--- src/hw/rtl/ilfq_pkg.sv ---
// Shared types and constants for the indexed list block: request and result
// transactions, request and status codes, and the command that drives the cell row.
// No dependencies.
`default_nettype none

package ilfq_pkg;

    // Default pool depth and pool size after reset
    localparam int DEPTH_DEF  = 64;
    localparam int POOL_RESET = 64;

    // Field widths
    localparam int DATA_W = 32;
    localparam int POS_W  = 7;
    localparam int FPOS_W = 6;
    localparam int SIZE_W = 7;

    // Request codes
    typedef enum logic [1:0] {
        FUNC_INSERT = 2'd0,
        FUNC_REMOVE = 2'd1,
        FUNC_SEARCH = 2'd2,
        FUNC_CLEAR  = 2'd3
    } t_func;

    // Result status codes
    typedef enum logic [1:0] {
        STAT_OK        = 2'd0,
        STAT_NO_FREE   = 2'd1,
        STAT_BAD_POS   = 2'd2,
        STAT_NOT_FOUND = 2'd3
    } t_status;

    // Request transaction
    typedef struct packed {
        t_func                     func;
        logic signed [DATA_W-1:0]  value_in;
        logic        [POS_W-1:0]   position;
    } t_in;

    // Result transaction
    typedef struct packed {
        t_status                   status;
        logic signed [DATA_W-1:0]  value_out;
        logic        [FPOS_W-1:0]  found_position;
        logic        [SIZE_W-1:0]  list_size;
    } t_out;

    // Per-cycle operation of the cell row
    typedef enum logic [2:0] {
        CELL_HOLD   = 3'd0,
        CELL_INSERT = 3'd1,
        CELL_REMOVE = 3'd2,
        CELL_SEARCH = 3'd3,
        CELL_SHIFT  = 3'd4
    } t_cell_op;

    typedef struct packed {
        t_cell_op                op;
        logic [POS_W-1:0]        pos;
        logic [DATA_W-1:0]       value;
    } t_cell_cmd;

endpackage

`default_nettype wire

--- src/hw/rtl/ilfq_cell.sv ---
// One list element of the cell row: holds the element value and a scan lane word.
// Depends on ilfq_pkg.
`default_nettype none

module ilfq_cell #(
    parameter int DEPTH = ilfq_pkg::DEPTH_DEF,
    parameter int INDEX = 0
) (
    input  logic                        i_clk,
    input  ilfq_pkg::t_cell_cmd         i_cmd,
    input  logic [ilfq_pkg::DATA_W-1:0] i_left_value,
    input  logic [ilfq_pkg::DATA_W-1:0] i_right_value,
    input  logic [ilfq_pkg::DATA_W-1:0] i_right_lane,
    output logic [ilfq_pkg::DATA_W-1:0] o_value,
    output logic [ilfq_pkg::DATA_W-1:0] o_lane
);
    import ilfq_pkg::*;

    localparam int IDX_W = $clog2(DEPTH);
    localparam int CW    = (IDX_W > POS_W) ? IDX_W : POS_W;

    logic [DATA_W-1:0] r_value;
    logic [DATA_W-1:0] r_lane;
    logic [CW-1:0]     w_pos;
    logic [CW-1:0]     w_idx;
    logic              w_at;
    logic              w_after;
    logic              w_match;

    // Locate this cell against the requested position
    assign w_pos   = CW'(i_cmd.pos);
    assign w_idx   = CW'(INDEX);
    assign w_at    = (w_pos == w_idx);
    assign w_after = (w_idx > w_pos);
    assign w_match = (r_value == i_cmd.value);

    // Open a gap, close a gap, mark a match or advance the lane
    always_ff @(posedge i_clk) begin
        case (i_cmd.op)
            CELL_INSERT: begin
                if (w_after) begin
                    r_value <= i_left_value;
                end else if (w_at) begin
                    r_value <= i_cmd.value;
                end
            end
            CELL_REMOVE: begin
                if (w_at || w_after) begin
                    r_value <= i_right_value;
                end
                r_lane <= w_at ? r_value : '0;
            end
            CELL_SEARCH: begin
                r_lane <= {{(DATA_W-1){1'b0}}, w_match};
            end
            CELL_SHIFT: begin
                r_lane <= i_right_lane;
            end
            default: begin
            end
        endcase
    end

    assign o_value = r_value;
    assign o_lane  = r_lane;

endmodule

`default_nettype wire

--- config.mk ---
export PLATFORM = sky130hd
export DESIGN_NAME = ilfq_cell
export DESIGN_NICKNAME = d
export VERILOG_FILES = /design/src/hw/rtl/ilfq_pkg.sv /design/src/hw/rtl/ilfq_cell.sv
export SDC_FILE = /design/constraint.sdc
export NUM_CORES = 1
export LEC_CHECK = 0
export ABC_AREA = 1
export BUFFER_PORTS_ARGS = -buffer_cell sky130_fd_sc_hd__buf_2
export CORE_UTILIZATION = 43
export DETAILED_ROUTE_END_ITERATION = 10
export PLACE_DENSITY = 0.81
export SLEW_MARGIN = 10
export SYNTH_ARGS = -nofsm -noshare
export SYNTH_HDL_FRONTEND = slang
export SYNTH_SLANG_ARGS = --single-unit
--- constraint.sdc ---
create_clock -name i_clk -period 5.4 [get_ports i_clk]
set_clock_uncertainty 0.05 [all_clocks]
set_input_delay 0 -clock i_clk [delete_from_list [all_inputs] [get_ports i_clk]]
set_output_delay 0 -clock i_clk [all_outputs]
set_load 0.1 [all_outputs]
==> run summary, run 1 <==
The number of DRC violations after detailed-routing iteration 0 came out at 188. The number of nets in the synthesized netlist is around 450. The HPWL after detailed placement is 6370 µm. The worst register-to-register path begins at o_value[28]. The total die area is 8020 µm². For this run, the leading register cell type out of synthesis is sky130_fd_sc_hd__edfxtp_1.

The minimum setup slack in the final design is 3.28 ns. The final non-filler cell area came out at 5350 µm². The number of placed instances, taps included is slightly below 600. Entering global routing, the biggest net connects 43 pins. The met3 routing resource usage after global routing is 0.0471.

Measured in cells, the most critical reg-to-reg path has a length of 6. In this run the critical register-to-register path is captured at o_lane[0]. The final RePlAce weighted congestion is 0.758.

The worst hold path begins at i_right_value[5]. The global-route wire length before repair came out at 15700 µm. In this run the worst setup path begins at i_cmd[39]. The final-report max-slew violation count is 0. At the worst endpoint, the arrival time is 2.07 ns. The number of distinct library cells after synthesis is 24. The share of Yosys cell area claimed by the top area cell type came out at 0.583. The critical path ends at o_lane[15]. The leakage power figure is 2.49 nW.

For this run, the total global-route usage over all layers was measured as 0.270. During synthesis, Yosys emitted a total of 0 warnings. In the final layout, the share of cells above drive strength 1 is 0.372. The count of nets left with antenna violations once routing finished came out at 0. The worst slew slack as a fraction of its limit came out at 0.273. The number of standard cells in the layout, taps in and fillers out is between 600 and 700. The maximum fanout count along the critical path came out at 33. The remaining design rule violation count came out at 0.

The shortest clock period the worst path allows after layout is 2.12 ns. After detailed routing, the number of vias per cell comes to 4.83. The final net count came out at 722.

The path class of the tightest hold or removal check is in2reg. Summing all placed instances gives a cell area of between 4000 and 5000 µm². The CTS buffer count is 9. The number of global-route vias before repair came out at 3350. The number of enable-type register cells in the synthesized netlist came out at 64. The area growth from synthesis to layout came out at 62.4%. The detailed-route via count came out at between 3k and 4k. The die span in x came out at slightly below 90 µm. The clock transition at the registers of the reported paths is 0.07 ns.

Setup violations remaining at the end of the flow were counted as 0. In this run, post-CTS repair resized a total of 0 instances. The area inside the core boundary is around 7300 µm². The actual slew at the worst max-slew pin is 1.09 ns.

The die is a little under 90 µm tall. The tree built by TritonCTS fans out to between 60 and 70 sinks. The instance count of the mapped netlist came out at 315. The number of hold-repair buffers added at the cts stage came out at 94. Timing analysis after detailed placement gives a worst setup slack of 2.92 ns.

After synthesis, the cell types taking the most area are sky130_fd_sc_hd__edfxtp_1, sky130_fd_sc_hd__nand2_1, sky130_fd_sc_hd__mux2_2, sky130_fd_sc_hd__nand3_1, sky130_fd_sc_hd__xnor2_1. 0 antenna diodes ended up in the layout. The achievable frequency came out at 471 MHz. The initial core utilization is 0.449. The quantity of I/O buffers inserted on ports is 170. The root buffer cell is sky130_fd_sc_hd__clkbuf_8.

Leaving out fill and tap cells, the most frequent cells in the layout are sky130_fd_sc_hd__buf_2, sky130_fd_sc_hd__dlygate4sd3_1, sky130_fd_sc_hd__nand2_1. The largest buffer count on any clock path is 2. The number of stages on the worst setup path is 6. The post-CTS setup buffer count is 0. The share of synthesized registers carrying an async set or reset is 0.

The total negative slack came out at 0 ns. The setup slack of the most critical reg-to-reg path came out at between 3 and 4 ns. Leaving out fill and tap cells, the most frequent cell in the layout is sky130_fd_sc_hd__buf_2.

The number of antenna violations at the first check in global routing is 0. The maximum level of the CTS H-tree came out at 3. The endpoint type of the worst setup path is a flip-flop. Dividing the detail-routed wire length by the instance count gives 16.0 µm.

IR analysis of the VDD net gives a maximum drop of 0.140 mV. After global routing, the most crowded layer is met2. The number of optimization iterations in the first detailed-route pass came out at 4. The start-to-end type of the worst setup path is in2reg. The mapped netlist covers 3290 µm². TritonCTS built the clock tree. The later pin in the worst-skew pair is clocked with a latency of 0.32 ns. The top cell type by total area after synthesis is sky130_fd_sc_hd__edfxtp_1.

The run finished with clean final reports. The total wire length came out at 11000 µm. In the finished design, the share of the clock period the worst path needs comes to 0.393. The count of standard-cell rows came out at 31. After synthesis the netlist holds a flip-flop and latch count of 64. The count of pins on the block boundary is 203.

In this run the mean area of a mapped cell was 10.5 µm². The fraction of met2 tracks used by global routing came out at 0.519. Max-cap violations in this run came to 0. Among cell families on the critical path, the largest total delay comes from simple AND/OR/NAND/NOR gates.

The endpoint required time on the critical path is 5.35 ns. The highest cell delay on the worst timing path is 0.67 ns. Traced cell by cell, the critical path runs through buf_2 > or2_4 > nor2_4 > nor2_2 > nand2_1 > buf_4. Setup repair after global routing left no endpoint under its margin. Dividing total power by cell area gives a power density of ~230 nW/µm². The slowest stage of the critical path is the sky130_fd_sc_hd__nor2_4 cell. The sum of buffers and inverters on the critical path came out at 2. The hold violation count in the final report is 0. The global routing met1 resource utilization came out at 0.296. The leftover overflow at the end of global routing came out at 0. The sequential element share of the synthesized area came out at 0.583. The kind of start point of the critical path is a primary input.
==> cells in the mapped netlist (2+ instances only) <==
cell type / number
sky130_fd_sc_hd__a21oi_1: 9
sky130_fd_sc_hd__buf_2: 5
sky130_fd_sc_hd__buf_4: 2
sky130_fd_sc_hd__buf_6: 2
sky130_fd_sc_hd__clkbuf_1: 2
sky130_fd_sc_hd__edfxtp_1: 64
sky130_fd_sc_hd__inv_1: 20
sky130_fd_sc_hd__mux2_2: 23
sky130_fd_sc_hd__nand2_1: 92
sky130_fd_sc_hd__nand3_1: 27
sky130_fd_sc_hd__nor2_1: 27
sky130_fd_sc_hd__o21ai_0: 8
sky130_fd_sc_hd__or2_4: 2
sky130_fd_sc_hd__xnor2_1: 12
sky130_fd_sc_hd__xor2_1: 11
==> layout make-up <==
cell class / instances / area, µm²
sequential: 64 / 1920
multi-input combinational: 220 / 1230
clock buffer: 9 / 124
timing repair buffer: 268 / 1820
fill: 521 / 1980
clock inverter: 5 / 50.0
inverter: 20 / 75.1
tap: 99 / 124
==> through the flow <==
stage,total power [mW],util,hold WS [ns]
2_1_floorplan,0.709,-,0.136
3_3_place_gp,0.772,0.578,0.223
3_5_place_dp,0.777,0.578,0.224
4_1_cts,1.21,0.730,0.00236
5_1_grt,1.25,0.730,0.00425
6_report,1.21,0.730,0.00338
==> power by group <==
part	switching, mW	internal, mW	leakage (nW)
combinational	0.155	0.111	1.78
clock	0.176	0.204	0.0860
sequential	0.00327	0.562	0.627
==> metal layers <==
layer,wire length [µm],vias up,part of all wire
li1,-,1595,-
met1,4190,1547,0.38
met4,91,0,0.0083
met2,6030,157,0.55
met5,0,-,0
met3,638,10,0.058
==> sequential cells by signal, summed over array words and instances (netlist names) <==
signal / count
o_lane: 32
o_value: 32
==> worst min-delay path, stage by stage <==
cell	delay, ns
sky130_fd_sc_hd__buf_2	0.08
sky130_fd_sc_hd__nor2_1	0.03
sky130_fd_sc_hd__a21oi_1	0.13
==> worst min path at each step <==
stage | slack [ns] | cells after the start | endpoint
after floorplan | 0.14 | 2 | o_lane[10]
after global placement | 0.22 | 3 | o_lane[12]
after detailed placement | 0.22 | 3 | o_lane[10]
after CTS | 0.002 | 3 | o_value[5]
after global routing | 0.004 | 3 | o_value[5]
final | 0.003 | 3 | o_value[5]
==> cells by family (layout without fill, tap and decap cells) <==
family | Yosys count | after routing | share of synthesized area
multiplexers | 23 | 23 | 0.0786
AND/OR/NAND/NOR | 156 | 156 | 0.204
flip-flops | 64 | 64 | 0.583
buffers and inverters | 31 | 302 | 0.0441
AO/OA/AOI/OAI | 18 | 18 | 0.0285
XOR/XNOR | 23 | 23 | 0.0611
(Power assumes the default switching activity.)
==> run 2: changes to the inputs <==
==> constraint.sdc (replaced) <==
create_clock -name i_clk -period 2 [get_ports i_clk]
set_clock_uncertainty 0.05 [all_clocks]
set_input_delay 0 -clock i_clk [delete_from_list [all_inputs] [get_ports i_clk]]
set_output_delay 0 -clock i_clk [all_outputs]
set_load 0.1 [all_outputs]
==> run 2 against run 1 <==
Effect of this change: via count rose by 0.63%; clock power grew to 2.8 times the previous value; die area did not move; global-route usage grew 0.60 points; sequential cell count unchanged; cell count is 1.0% higher; highest routed layer unchanged; register-to-register slack got worse by 3.4 ns; critical path depth is the same; sequential share of layout area shrank 0.49 points; routed wire length fell by 2.2%.
==> run summary, run 2 (synthesis gave the netlist of run 1 again) <==
The count of antenna diodes in the layout is 0 (unchanged). The internal power of the cells came out at 2.38 mW (was 0.877 mW). The number of fill cells came out at 511 (was 521).

The hold violation count in the final report came to 0 (unchanged). The sequential cell area is 1920 µm² (unchanged). The total track usage came out at 0.276 (was 0.270). The highest cell delay on the worst timing path came to 0.56 ns (was 0.67 ns). The overall power was 3.30 mW (was 1.21 mW).

The combinational group share of total power came out at 0.219 (about the same). RSZ-0062 raised after global routing: no (unchanged). The part of the power in the clock network is 0.318 (was 0.314). The area used by multi-input combinational logic came out at 1240 µm² (was 1230 µm²). The critical path data arrival time came to 1.74 ns (was 2.07 ns). The ratio of routed vias to standard cells is 4.81 (was 4.83). The post-detailed-route count of antenna-violating nets is 0 (unchanged). The maximum fanout count along the critical path came out at 33 (unchanged). The clock transition at the registers of the reported paths is 0.07 ns (about the same). The fraction of power consumed by sequential logic is 0.463 (was 0.467).

The maximum vdd ir drop came out at 0.432 mV (was 0.140 mV). The die span in x is 89.5 µm (unchanged). The actual slew at the worst max-slew pin is 1.22 ns (was 1.09 ns). The number of optimization iterations in the first detailed-route pass is 4 (unchanged).

The maximum level of the CTS H-tree is 3 (unchanged). The area after detailed placement is 4290 µm² (was 4240 µm²). The power density over the cells came out at 608 nW/µm² (was 226 nW/µm²). The final routed wire length divided by cell count was 15.5 µm (was 16.0 µm). The total negative slack came out at 0 ns (unchanged).

The leftover overflow at the end of global routing is 0 (unchanged). The timing startpoint of the critical path is i_cmd[41] (was i_cmd[39]). The leading cell type in the layout, fill and taps excluded was sky130_fd_sc_hd__buf_2 (unchanged). The total wire length is 10700 µm (was 11000 µm). The quantity of I/O buffers inserted on ports is 170 (unchanged).

The count of pins on the block boundary came out at 203 (unchanged). The worst slew slack as a fraction of its limit is 0.185 (was 0.273). Cell Chain, Critical Path: buf_2 > inv_1 > nand3b_2 > buf_12 > mux2_2 > dlygate4sd3_1 (was buf_2 > or2_4 > nor2_4 > nor2_2 > nand2_1 > buf_4). The detailed-route via count is 3330 (was 3309). The largest buffer count on any clock path came out at 2 (unchanged). The HPWL after detailed placement is 6550 µm (was 6370 µm).

Status: finished, final reports clean (unchanged). The count of standard-cell rows is 31 (unchanged). The remaining design rule violation count came out at 0 (unchanged). The sum of buffers and inverters on the critical path is 4 (was 2). The CTS buffer count is 9 (unchanged). The largest delay contributor family on the critical path is buffers and inverters (was simple AND/OR/NAND/NOR gates). The area inside the core boundary is 7330 µm² (unchanged). The root buffer cell is sky130_fd_sc_hd__clkbuf_8 (unchanged). The endpoint required time on the critical path is 2.04 ns (was 5.35 ns). The clock tree from TritonCTS is yes (unchanged).

The endpoint type of the worst setup path is a flip-flop (unchanged). The path type of the worst min-delay path is in2reg (unchanged). The die height is 89.5 µm (unchanged). The area growth from synthesis to layout came out at 64.6% (was 62.4%). The achievable frequency is around 590 MHz. The largest net degree at the start of global routing came out at 34 (was 43). The total die area came out at 8020 µm² (unchanged). The switching part of the total power is 0.277 (was 0.275). The net switching power came out at 0.914 mW (was 0.333 mW). The minimum setup slack in the final design came out at 0.298 ns (was 3.28 ns). The kind of start point of the critical path was a primary input (unchanged). The start-to-end type of the worst setup path is in2reg (unchanged).

The final net count came out at 728 (was 722). The startpoint of the lowest-slack hold path is i_cmd[38] (was i_right_value[5]). The library cell contributing the largest single delay on the critical path is sky130_fd_sc_hd__dlygate4sd3_1 (was sky130_fd_sc_hd__nor2_4).

The number of global-route vias before repair was 3389 (was 3350). The number of DRC violations after detailed-routing iteration 0 came out at 140 (was 188). The initial core utilization is 0.449 (unchanged). The utilization of the core after routing came to 0.740 (was 0.730). The final count of negative-setup-slack endpoints came out at 0 (unchanged). The share of post-route cells with drive strength above 1 was 0.376 (was 0.372). The final RePlAce weighted congestion was 0.800 (was 0.758). The final non-filler cell area came out at 5420 µm² (was 5350 µm²). The startpoint of the lowest-slack register-to-register path is o_value[22] (was o_value[28]). The number of antenna violations at the first check in global routing is 0 (unchanged). The final-report max-slew violation count is 0 (unchanged).

The number of gates given a new drive strength after cts was 0 (unchanged). The leakage power figure is 2.54 nW (was 2.49 nW). The clock sink total was 64 (unchanged). The clock period could shrink to 1.70 ns.

Commonest cells after routing, fill and taps aside: sky130_fd_sc_hd__buf_2, sky130_fd_sc_hd__dlygate4sd3_1, sky130_fd_sc_hd__nand2_1 (unchanged). The global-route wire length before repair is 15800 µm (was 15700 µm). The pre-CTS setup slack came out at -0.00720 ns (was 2.92 ns).

The latest clock arrival within the worst-skew pair was 0.34 ns (was 0.32 ns). The number of max-capacitance violations reported is 0 (unchanged). The part of the cycle the worst path needs is 0.851.
[run 2: cell types whose count changed in the layout (fill, tap and decap cells not counted), sizes merged]
| cell | change |
|---|---|
| buf | +4 |
| clkbuf | +1 |
| clkinv | +1 |
| clkinvlp | -1 |
| dlygate4sd3 | +2 |
[run 2: power by group through the flow]
stage | Clock [mW] | Combinational [mW] | Sequential (mW)
final | 1.05 | 0.722 | 1.53
after detailed placement | 0 | 0.544 | 1.55
after floorplan | 0 | 0.150 | 1.77
after CTS | 1.06 | 0.707 | 1.53
after global placement | 0 | 0.534 | 1.55
after global routing | 1.12 | 0.767 | 1.53
[run 2: repair_timing]
action / 4_1_cts / 5_1_grt
buffers inserted: 0 / 0
hold buffers: 96 / 0
endpoints found under the hold margin: 64 / 0
[run 2: area by class of cell]
type | instances | share of cell area
Timing Repair Buffer | 274 | 0.347
Tap cell | 99 | 0.0228
Clock inverter | 5 | 0.00900
Multi-Input combinational cell | 220 | 0.229
Inverter | 20 | 0.0138
Clock buffer | 10 | 0.0235
Sequential cell | 64 | 0.354
[run 2: worst reg2reg max path, cell delays in order, from the launching register on]
cell and delay [ns]:
sky130_fd_sc_hd__edfxtp_1 0.46, sky130_fd_sc_hd__xnor2_1 0.22, sky130_fd_sc_hd__nand2_1 0.11, sky130_fd_sc_hd__nor2_1 0.13, sky130_fd_sc_hd__nand2_1 0.06, sky130_fd_sc_hd__nor2_1 0.12, sky130_fd_sc_hd__nand3_1 0.09, sky130_fd_sc_hd__nand2_1 0.07
[run 2: per-layer routing]
layer	up-vias	global-route usage	part of all wire
met5	-	0	0
met4	0	0.137	0.034
met3	34	0.0656	0.051
met2	161	0.514	0.53
met1	1527	0.291	0.38
li1	1608	-	-
[run 2: final timing paths]
check,end,slack (ns),cells after the start
worst max-delay path,o_value[22],0.30,6
worst min-delay path,o_lane[9],0.11,4
worst max register to register,o_lane[0],0.57,7
worst min register to register,o_lane[3],0.57,2
[run 2: metrics by stage]
step	std cells	hold WS (ns)
final	692	0.114
after global routing	692	0.126
after CTS	692	0.0969
after detailed placement	581	0.227
after global placement	581	0.230
after floorplan	315	0.136
