==> config.mk <==
export PLATFORM = sky130hd
export DESIGN_NAME = ilfq_ctrl
export DESIGN_NICKNAME = d
export VERILOG_FILES = /design/src/hw/rtl/ilfq_pkg.sv /design/src/hw/rtl/ilfq_ctrl.sv
export SDC_FILE = /design/constraint.sdc
export NUM_CORES = 1
export LEC_CHECK = 0
export BUFFER_PORTS_ARGS = -buffer_cell sky130_fd_sc_hd__buf_2
export CORE_MARGIN = 2
export CORE_UTILIZATION = 47
export CTS_BUF_LIST = sky130_fd_sc_hd__clkbuf_16
export DETAILED_ROUTE_END_ITERATION = 6
export PLACE_DENSITY_LB_ADDON = 0.3
export SYNTH_ARGS = -nofsm -noshare
export SYNTH_HDL_FRONTEND = slang
export SYNTH_SLANG_ARGS = --single-unit
==> constraint.sdc <==
create_clock -name i_clk -period 3.71 [get_ports i_clk]
set_input_delay 0.1855 -clock i_clk [delete_from_list [all_inputs] [get_ports i_clk]]
set_output_delay 0.1855 -clock i_clk [all_outputs]
set_load 0.05 [all_outputs]
==> src/hw/rtl/ilfq_pkg.sv <==
// Shared types and constants for the indexed list block: request and result
// transactions, request and status codes, and the command that drives the cell row.
// No dependencies.
`default_nettype none

package ilfq_pkg;

    // Default pool depth and pool size after reset
    localparam int DEPTH_DEF  = 64;
    localparam int POOL_RESET = 64;

    // Field widths
    localparam int DATA_W = 32;
    localparam int POS_W  = 7;
    localparam int FPOS_W = 6;
    localparam int SIZE_W = 7;

    // Request codes
    typedef enum logic [1:0] {
        FUNC_INSERT = 2'd0,
        FUNC_REMOVE = 2'd1,
        FUNC_SEARCH = 2'd2,
        FUNC_CLEAR  = 2'd3
    } t_func;

    // Result status codes
    typedef enum logic [1:0] {
        STAT_OK        = 2'd0,
        STAT_NO_FREE   = 2'd1,
        STAT_BAD_POS   = 2'd2,
        STAT_NOT_FOUND = 2'd3
    } t_status;

    // Request transaction
    typedef struct packed {
        t_func                     func;
        logic signed [DATA_W-1:0]  value_in;
        logic        [POS_W-1:0]   position;
    } t_in;

    // Result transaction
    typedef struct packed {
        t_status                   status;
        logic signed [DATA_W-1:0]  value_out;
        logic        [FPOS_W-1:0]  found_position;
        logic        [SIZE_W-1:0]  list_size;
    } t_out;

    // Per-cycle operation of the cell row
    typedef enum logic [2:0] {
        CELL_HOLD   = 3'd0,
        CELL_INSERT = 3'd1,
        CELL_REMOVE = 3'd2,
        CELL_SEARCH = 3'd3,
        CELL_SHIFT  = 3'd4
    } t_cell_op;

    typedef struct packed {
        t_cell_op                op;
        logic [POS_W-1:0]        pos;
        logic [DATA_W-1:0]       value;
    } t_cell_cmd;

endpackage

`default_nettype wire

==> src/hw/rtl/ilfq_ctrl.sv <==
// Sequencer of the indexed list block: request decode, list size and pool size
// register, lane scan for search and remove, result register. Depends on ilfq_pkg.
`default_nettype none

module ilfq_ctrl #(
    parameter int DEPTH = ilfq_pkg::DEPTH_DEF
) (
    input  logic                        i_clk,
    input  logic                        i_rst_n,
    input  logic                        start,
    output logic                        busy,
    input  ilfq_pkg::t_in               i_in,
    output logic                        o_done,
    output ilfq_pkg::t_out              o_result,
    input  logic                        psel,
    input  logic                        penable,
    input  logic                        pwrite,
    input  logic [2:0]                  paddr,
    input  logic [31:0]                 pwdata,
    output logic [31:0]                 prdata,
    output logic                        pready,
    output ilfq_pkg::t_cell_cmd         o_cmd,
    input  logic [ilfq_pkg::DATA_W-1:0] i_lane0
);
    import ilfq_pkg::*;

    localparam int CNT_W = $clog2(DEPTH + 1);
    localparam int CW    = (CNT_W > POS_W) ? CNT_W : POS_W;
    localparam logic [CNT_W-1:0] POOL_MAX  = CNT_W'(DEPTH);
    localparam logic [CNT_W-1:0] POOL_INIT =
        (POOL_RESET > DEPTH) ? CNT_W'(DEPTH) : CNT_W'(POOL_RESET);
    localparam logic REG_POOL_SIZE = 1'b0;

    typedef enum logic {
        ST_IDLE,
        ST_SCAN
    } t_state;

    t_state           r_state;
    logic [CNT_W-1:0] r_pool;
    logic [CNT_W-1:0] r_size;
    logic [CNT_W-1:0] r_j;
    t_func            r_func;
    logic [POS_W-1:0] r_pos;
    logic             r_done;
    t_out             r_result;

    logic             w_accept;
    logic             w_cfg_wr;
    logic [CNT_W-1:0] w_pool_wr;
    logic [CW-1:0]    w_pos_c;
    logic [CW-1:0]    w_size_c;
    logic             w_full;
    logic             w_ins_ok;
    logic             w_rem_ok;

    assign w_accept = start && (r_state == ST_IDLE);
    assign w_cfg_wr = psel && penable && pwrite && (paddr[2] == REG_POOL_SIZE);

    // Saturate a written pool size into 1 .. DEPTH
    always_comb begin
        if (pwdata == 32'd0) begin
            w_pool_wr = CNT_W'(1);
        end else if (pwdata > 32'(DEPTH)) begin
            w_pool_wr = POOL_MAX;
        end else begin
            w_pool_wr = CNT_W'(pwdata);
        end
    end

    // Request checks
    assign w_pos_c  = CW'(i_in.position);
    assign w_size_c = CW'(r_size);
    assign w_full   = (r_size == r_pool);
    assign w_ins_ok = !w_full && (w_pos_c <= w_size_c);
    assign w_rem_ok = (w_pos_c < w_size_c);

    // Drive the cell row
    always_comb begin
        o_cmd.op    = CELL_HOLD;
        o_cmd.pos   = i_in.position;
        o_cmd.value = i_in.value_in;
        if (w_accept) begin
            case (i_in.func)
                FUNC_INSERT: o_cmd.op = w_ins_ok ? CELL_INSERT : CELL_HOLD;
                FUNC_REMOVE: o_cmd.op = w_rem_ok ? CELL_REMOVE : CELL_HOLD;
                FUNC_SEARCH: o_cmd.op = CELL_SEARCH;
                default:     o_cmd.op = CELL_HOLD;
            endcase
        end else if (r_state == ST_SCAN) begin
            o_cmd.op = CELL_SHIFT;
        end
    end

    // Sequence requests, hold list size and pool size, register results
    always_ff @(posedge i_clk) begin
        if (!i_rst_n) begin
            r_state <= ST_IDLE;
            r_pool  <= POOL_INIT;
            r_size  <= '0;
            r_done  <= 1'b0;
        end else begin
            r_done <= 1'b0;
            if (w_cfg_wr) begin
                r_pool <= w_pool_wr;
                r_size <= '0;
            end
            case (r_state)
                ST_IDLE: begin
                    if (w_accept) begin
                        r_func                   <= i_in.func;
                        r_pos                    <= i_in.position;
                        r_j                      <= '0;
                        r_result.status          <= STAT_OK;
                        r_result.value_out       <= '0;
                        r_result.found_position  <= '0;
                        r_result.list_size       <= SIZE_W'(r_size);
                        case (i_in.func)
                            FUNC_INSERT: begin
                                r_done <= 1'b1;
                                if (w_full) begin
                                    r_result.status <= STAT_NO_FREE;
                                end else if (!w_ins_ok) begin
                                    r_result.status <= STAT_BAD_POS;
                                end else begin
                                    r_size             <= r_size + 1'b1;
                                    r_result.list_size <= SIZE_W'(r_size + 1'b1);
                                end
                            end
                            FUNC_REMOVE: begin
                                if (!w_rem_ok) begin
                                    r_done          <= 1'b1;
                                    r_result.status <= STAT_BAD_POS;
                                end else begin
                                    r_size  <= r_size - 1'b1;
                                    r_state <= ST_SCAN;
                                end
                            end
                            FUNC_SEARCH: begin
                                r_state <= ST_SCAN;
                            end
                            default: begin
                                r_done             <= 1'b1;
                                r_size             <= '0;
                                r_result.list_size <= '0;
                            end
                        endcase
                    end
                end
                ST_SCAN: begin
                    r_result.list_size <= SIZE_W'(r_size);
                    if (r_func == FUNC_REMOVE) begin
                        // Removed value reaches the head of the lane after pos shifts
                        if (CW'(r_j) == CW'(r_pos)) begin
                            r_done             <= 1'b1;
                            r_state            <= ST_IDLE;
                            r_result.status    <= STAT_OK;
                            r_result.value_out <= i_lane0;
                        end else begin
                            r_j <= r_j + 1'b1;
                        end
                    end else begin
                        // Test match flags in list order until a hit or the end
                        if (r_j == r_size) begin
                            r_done          <= 1'b1;
                            r_state         <= ST_IDLE;
                            r_result.status <= STAT_NOT_FOUND;
                        end else if (i_lane0[0]) begin
                            r_done                  <= 1'b1;
                            r_state                 <= ST_IDLE;
                            r_result.status         <= STAT_OK;
                            r_result.found_position <= FPOS_W'(r_j);
                        end else begin
                            r_j <= r_j + 1'b1;
                        end
                    end
                end
                default: begin
                    r_state <= ST_IDLE;
                end
            endcase
        end
    end

    assign busy     = (r_state != ST_IDLE);
    assign o_done   = r_done;
    assign o_result = r_result;
    assign prdata   = (paddr[2] == REG_POOL_SIZE) ? 32'(r_pool) : 32'd0;
    assign pready   = 1'b1;

    // The list never outgrows the pool
    a_size_in_pool: assert property (@(posedge i_clk) disable iff (!i_rst_n)
        r_size <= r_pool)
        else $error("list size exceeds pool size");

    // The scan never runs past the end of the list
    a_scan_bound: assert property (@(posedge i_clk) disable iff (!i_rst_n)
        (r_state == ST_SCAN) |-> (r_j <= r_size))
        else $error("scan index beyond list size");

    // Every accepted transaction either answers at once or starts a scan
    a_accept_next: assert property (@(posedge i_clk) disable iff (!i_rst_n)
        w_accept |=> (r_done || (r_state == ST_SCAN)))
        else $error("accepted transaction neither answered nor scanning");

    // A result always reports the current list size
    a_result_size: assert property (@(posedge i_clk) disable iff (!i_rst_n)
        r_done |-> (r_result.list_size == SIZE_W'(r_size)))
        else $error("result size disagrees with list size");

endmodule

`default_nettype wire

==> out/metrics.csv, run 1 <==
metric,value,unit
crit_fanout,10,
holdWs,0.0549,ns
synthTopCellsByArea,"edfxtp_1 (40%), buf_4 (11%), dfxtp_1 (6.7%)",
setup_viol,0,
crit_arrival,2.88,ns
path_cells,"inv_1, ha_1, nand4_1, a21oi_1, o22ai_2, and2_4, a31oi_1, nor2_1, buf_2",
initial_utilization,48.6,%
finalWirelength,11400,um
grt_max_degree,34,
cp_data_required_time,3.52,ns
cts_resized,0,
yosysTopAreaCellShare,39.8,%
static-leakage-power,2.34,nW
cts_buffers,9,
drive_gt1_share,31.6,%
cp-end-kind,output port,
cpLargestDelayFamily,simple AND/OR/NAND/NOR gates,
synth_top_area_cell,edfxtp_1,
cts_tree,done,
synth_most_common_cell,buf_4,
final.setup.worst_slack,0.648,ns
synthArstFlopShare,0,%
root_buffer,clkbuf_16,
clk_latency,0.34,ns
grt_util_all_layers,21.4,%
timing.final.crit_share,82.5,%
hold_violations,0,
synth.distinct_cells,55,
synth_edf_count,63,
cts_max_path_buffers,2,
hold_class,in -> reg,
synth_seq_cells,79,
tightest_slew,0.974,ns
firstDrtPassIters,5,
grt_antenna_before_repair,0,
rsz0062_at_grt,no,
synthTopCellsByCount,"buf_4 (67), edfxtp_1 (63), and2_1 (44), nor2_1 (22), a21oi_1 (18)",
synth_area,4750,um^2
power.total,0.00238,W
worst-path-buf-inv,2,
htree_levels,3,
yosysSeqAreaShare,46.6,%
cts_setup_buffers,0,
first_iter_violations,233,
grt_pass1_wl,18400,um
multi_input_area,1960,um^2
rows,36,
port_buffers,145,
place_congestion,0.938,
cp-start-kind,register,
n_antenna_cell,0,
via_count,3654,
grt_use_met3,4.89,%
maxCapViolCount,0,
cellPowerDensity,431,nW/um^2
netlist_instances,458,
cts.clk_slew.worst_paths,0.06,ns
synthFlopType,edfxtp_1,
ys_warn_count,0,
pre_cts_slack,0.884,ns
grt-ovfl-total,0,
slew_headroom,35.0,%
dp_hpwl,8680,um
via_per_inst,5.25,
io-pin-count,238,
clkSinkCount,79,
critical_path_class,reg -> out,
die_y,105,um
die_w,105,um
busiest_layer,met2,
final_nets,686,
crit_slowest_cell,dfxtp_1,
ir_worst_vdd,0.214,mV
seqCellArea,2210,um^2
fin_crit,3.06,ns
outcome,completed,
fin_tns_setup,0,ns
max_stage_delay,0.61,ns
core_area,9770,um^2
synthToLayoutAreaGrowth,16.3,%
grt_util_met2,34.6,%
synth.avg_cell_area,10.4,um^2
final_max_slew_viol_count,0,
final_antenna_net_count,0,
max_freq,327,MHz
grt_pass1_vias,3527,
avgRoutedWirePerCell,16.4,um
drcViolationCount,0,
worst_clock_skew,0.00703,ns
grtUsageMet1,27.0,%
dieArea,10900,um^2
cts_hold_buf,0,
fillers,895,
==> flip-flops by register name, summed over array words and instances (netlist names) <==
| signal | flops |
|---|---|
| r_pool | 7 |
| busy | 1 |
| o_done | 1 |
| r_func | 2 |
| o_result | 47 |
| r_size | 7 |
| r_j | 7 |
| r_pos | 7 |
==> layout make-up <==
| type | instances | area share (%) |
|---|---|---|
| well taps | 133 | 3.01 |
| clock inverters | 7 | 1.74 |
| inverters | 19 | 1.29 |
| flip-flops and latches | 79 | 40.1 |
| clock buffers | 9 | 4.08 |
| repair buffers | 153 | 14.2 |
| multi-input cells | 296 | 35.6 |
==> worst register-to-register path: stages (launching register included) <==
cell	delay (ns)
dfxtp_1	0.61
inv_1	0.17
ha_1	0.33
nand4_1	0.18
a21oi_1	0.09
o22ai_2	0.29
nand2_2	0.18
or4_1	0.56
o311ai_2	0.27
==> through the flow <==
step	cell area, um^2	instances	utilization [%]
CTS	5520	696	56.5
finish	5520	696	56.5
floorplan	4840	482	-
global placement	5200	680	53.2
global route	5520	696	56.5
detailed placement	5200	680	53.2
==> metal layers <==
| metal | vias up | wire [um] |
|---|---|---|
| li1 | 1730 | - |
| met1 | 1675 | 4770 |
| met2 | 212 | 5310 |
| met3 | 37 | 1070 |
| met4 | 0 | 294 |
| met5 | - | 0 |
==> cells in the final DEF, fill, tap and decap left out, drive strengths merged, types with 3 or more instances in the layout <==
| master | count |
|---|---|
| ha | 14 |
| clkbuf | 9 |
| nand4 | 7 |
| xor2 | 17 |
| nand2b | 5 |
| inv | 19 |
| nor2 | 22 |
| nor4 | 10 |
| nor2b | 14 |
| o2bb2ai | 5 |
| or4 | 4 |
| nand2 | 14 |
| a22oi | 5 |
| edfxtp | 63 |
| and2 | 45 |
| o21a | 4 |
| clkinv | 4 |
| buf | 153 |
| nand3 | 12 |
| xnor2 | 17 |
| a21oi | 19 |
| a211oi | 5 |
| o311ai | 3 |
| conb | 26 |
| a31oi | 4 |
| nor3 | 7 |
| dfxtp | 16 |
| o211ai | 7 |
| o21ai | 9 |
==> logic make-up after synthesis <==
group | after synthesis | synth area share, %
flip-flops | 79 | 46.6
AND/OR/NAND/NOR | 148 | 17.8
adder cells (fa/ha/maj) | 14 | 3.69
other | 2 | 0.158
multiplexers | 1 | 0.211
XOR/XNOR | 34 | 6.27
buffers and inverters | 107 | 14.2
AO/OA/AOI/OAI | 73 | 11.1
==> path summary, 6_finish.rpt <==
| kind | end | slack (ns) | from | cells past startpoint |
|---|---|---|---|---|
| setup reg to reg | o_result[2] | 0.85 | r_size[5] | 8 |
| hold reg to reg | r_pool[0] | 0.48 | r_pool[0] | 2 |
| hold / removal | r_pos[6] | 0.05 | i_in[6] | 1 |
| setup / recovery | o_cmd[39] | 0.65 | r_size[5] | 9 |
==> power breakdown <==
| group | switching, W | internal [W] | leakage (nW) |
|---|---|---|---|
| Sequential | 0.0000191 | 0.000995 | 0.737 |
| Clock | 0.000370 | 0.000591 | 0.155 |
| Combinational | 0.000299 | 0.000104 | 1.45 |
Power figures use the tool's default switching activity.
==> run 2, diff against run 1 <==
--- a/config.mk
+++ b/config.mk
@@ -5,6 +5,7 @@
 export SDC_FILE = /design/constraint.sdc
 export NUM_CORES = 1
 export LEC_CHECK = 0
+export ABC_AREA = 1
 export BUFFER_PORTS_ARGS = -buffer_cell sky130_fd_sc_hd__buf_2
 export CORE_MARGIN = 2
 export CORE_UTILIZATION = 47
==> constraint.sdc (replaced) <==
create_clock -name i_clk -period 2.9 [get_ports i_clk]
set_input_delay 0.145 -clock i_clk [delete_from_list [all_inputs] [get_ports i_clk]]
set_output_delay 0.145 -clock i_clk [all_outputs]
set_load 0.05 [all_outputs]
==> out/metrics.csv, run 2 <==
metric,value,unit
synthArstFlopShare,0,%
synth_top_area_cell,edfxtp_1,
power.total,0.00305,W
grt_antenna_before_repair,0,
firstDrtPassIters,4,
via_per_inst,4.86,
slew_headroom,52.8,%
finalWirelength,12400,um
synth_compound_area_share,6.64,%
p_clk_share,36.6,%
setup_viol,0,
ir_worst_vdd,0.213,mV
final_max_slew_viol_count,0,
rsz0062_at_grt,no,
clk_latency,0.33,ns
rows,37,
tightest_slew,0.709,ns
max_freq,369,MHz
via_count,4295,
synthTopCellsByArea,"edfxtp_1 (37%), nand2_1 (12%), buf_4 (10%)",
p_switching,0.000939,W
cp_num_cells,12,
core_area,10400,um^2
cts_resized,0,
cts_tree,done,
cts.clk_slew.worst_paths,0.06,ns
synth_top_family_by_area,simple AND/OR/NAND/NOR gates,
grt-ovfl-total,0,
drive_gt1_share,26.5,%
n_antenna_cell,0,
ys_warn_count,0,
synthTopCellsByCount,"nand2_1 (157), inv_1 (88), buf_4 (69), edfxtp_1 (63), nor2_1 (53)",
startpoint,r_size[2],
final_nets,871,
swShare,30.8,%
mostFrequentLayoutCells,"nand2_1 (157), buf_2 (145), inv_1 (88), edfxtp_1 (63), nor2_1 (53)",
p_comb_share,20.7,%
p_int,0.00211,W
yosysTopAreaCellShare,37.5,%
grt_pass1_wl,19100,um
outcome,completed,
hold_depth,1,
timing.final.crit_share,93.4,%
cpLargestDelayFamily,simple AND/OR/NAND/NOR gates,
synth.distinct_cells,36,
cp_data_required_time,2.76,ns
cp-start-kind,register,
final_common_cell,nand2_1,
hold_violations,0,
sequentialPowerShare,42.7,%
port_buffers,145,
crit_slowest_cell,dfxtp_1,
netlist_instances,632,
dieArea,11600,um^2
grt_util_all_layers,20.9,%
r2r_cells,6,
static-leakage-power,3.02,nW
path_cells,"inv_1, ha_1, a21oi_1, nand2_1, nand2_2, nand2_2, nand2_4, nand2_8, inv_4, nand2_1, a21oi_1, buf_2",
drcViolationCount,0,
worst-path-buf-inv,3,
cts_max_path_buffers,2,
dp_hpwl,9580,um
grt_pass1_vias,4046,
holdWs,0.0236,ns
cts_setup_buffers,0,
synth.area.mux_share,0,%
root_buffer,clkbuf_16,
yosysSeqAreaShare,43.8,%
final.setup.worst_slack,0.192,ns
avgRoutedWirePerCell,14.1,um
fin_tns_setup,0,ns
hold_class,in -> reg,
r2r_start,busy,
yosys.area_share.simple,23.7,%
synth_area,5050,um^2
grt_max_degree,34,
crit_fanout,9,
worst_clock_skew,0.00444,ns
synth_seq_cells,79,
fin_crit,2.71,ns
die_w,108,um
initial_utilization,48.7,%
synth-xor-area-share,3.47,%
io-pin-count,238,
clkSinkCount,79,
cts_hold_buf,0,
die_y,108,um
max_stage_delay,0.33,ns
final_antenna_net_count,0,
synthToLayoutAreaGrowth,16.5,%
synth_edf_count,63,
holdCritStartpoint,i_in[5],
htree_levels,3,
first_iter_violations,257,
synth.avg_cell_area,7.99,um^2
maxCapViolCount,0,
pre_cts_slack,0.549,ns
cts_buffers,9,
crit_arrival,2.56,ns
largest_reg_flops,47,
place_congestion,0.972,
synth_most_common_cell,nand2_1,
cp-end-kind,output port,
cellPowerDensity,518,nW/um^2
synthFlopType,edfxtp_1,
synthAdderAreaFrac,3.47,%
critical_path_class,reg -> out,
==> run 2: cell types whose count changed after synthesis, moves of 6 or more <==
cell | previous run | this run
a21oi_1 | 18 | 24
nor2b_1 | 14 | 0
inv_1 | 17 | 88
xor2_1 | 17 | 7
nor4_1 | 9 | 2
nor2_1 | 22 | 53
nand3_1 | 12 | 40
and2_1 | 44 | 0
o21ai_0 | 8 | 20
nand2_1 | 13 | 157
==> run 2: cell type report <==
| type | count | area, um^2 |
|---|---|---|
| clock buffers | 9 | 225 |
| clock inverters | 7 | 71.3 |
| fillers | 952 | 4490 |
| inverters | 94 | 355 |
| multi-input cells | 397 | 1990 |
| flip-flops and latches | 79 | 2210 |
| well taps | 136 | 170 |
| repair buffers | 162 | 853 |
==> run 2: logic make-up after synthesis <==
family | after synthesis
flip-flops | 79
AO/OA/AOI/OAI | 59
XOR/XNOR | 20
adder cells (fa/ha/maj) | 14
other | 2
AND/OR/NAND/NOR | 278
buffers and inverters | 180
==> run 2: power by group through the flow <==
stage          Clock (W)  Combinational, W  Sequential (W)
2_1_floorplan          0          0.000496         0.00144
3_3_place_gp           0          0.000625         0.00132
3_5_place_dp           0          0.000630         0.00133
4_1_cts          0.00113          0.000632         0.00130
5_1_grt          0.00118          0.000685         0.00130
6_report         0.00112          0.000632         0.00130
==> run 2: through the flow <==
stage | util, % | cells | cell area, um^2
after global placement | 53.9 | 868 | 5590
after detailed placement | 53.9 | 868 | 5590
after floorplan | - | 656 | 5140
final | 56.7 | 884 | 5880
after CTS | 56.7 | 884 | 5880
after global routing | 56.7 | 884 | 5880
==> run 2: worst register-to-register path, delay by kind of cell (launching register included) <==
kind,cells,cell delay [ns]
buf+inv,4,0.58
compound gates,2,0.71
flops,1,0.59
==> run 2: final timing paths <==
check	slack [ns]	endpoint
hold / removal	0.02	r_pos[5]
hold reg to reg	0.48	r_pool[5]
setup / recovery	0.19	o_cmd[39]
setup reg to reg	0.66	r_j[6]
==> run 2: routing by layer <==
metal  routed length [um]  up-vias  GRT usage [%]
li1                     -     2142              -
met1                 5110     1933           26.3
met2                 6030      187           36.1
met3                 1080       33           4.00
met4                  221        0           6.78
met5                    0        -              0
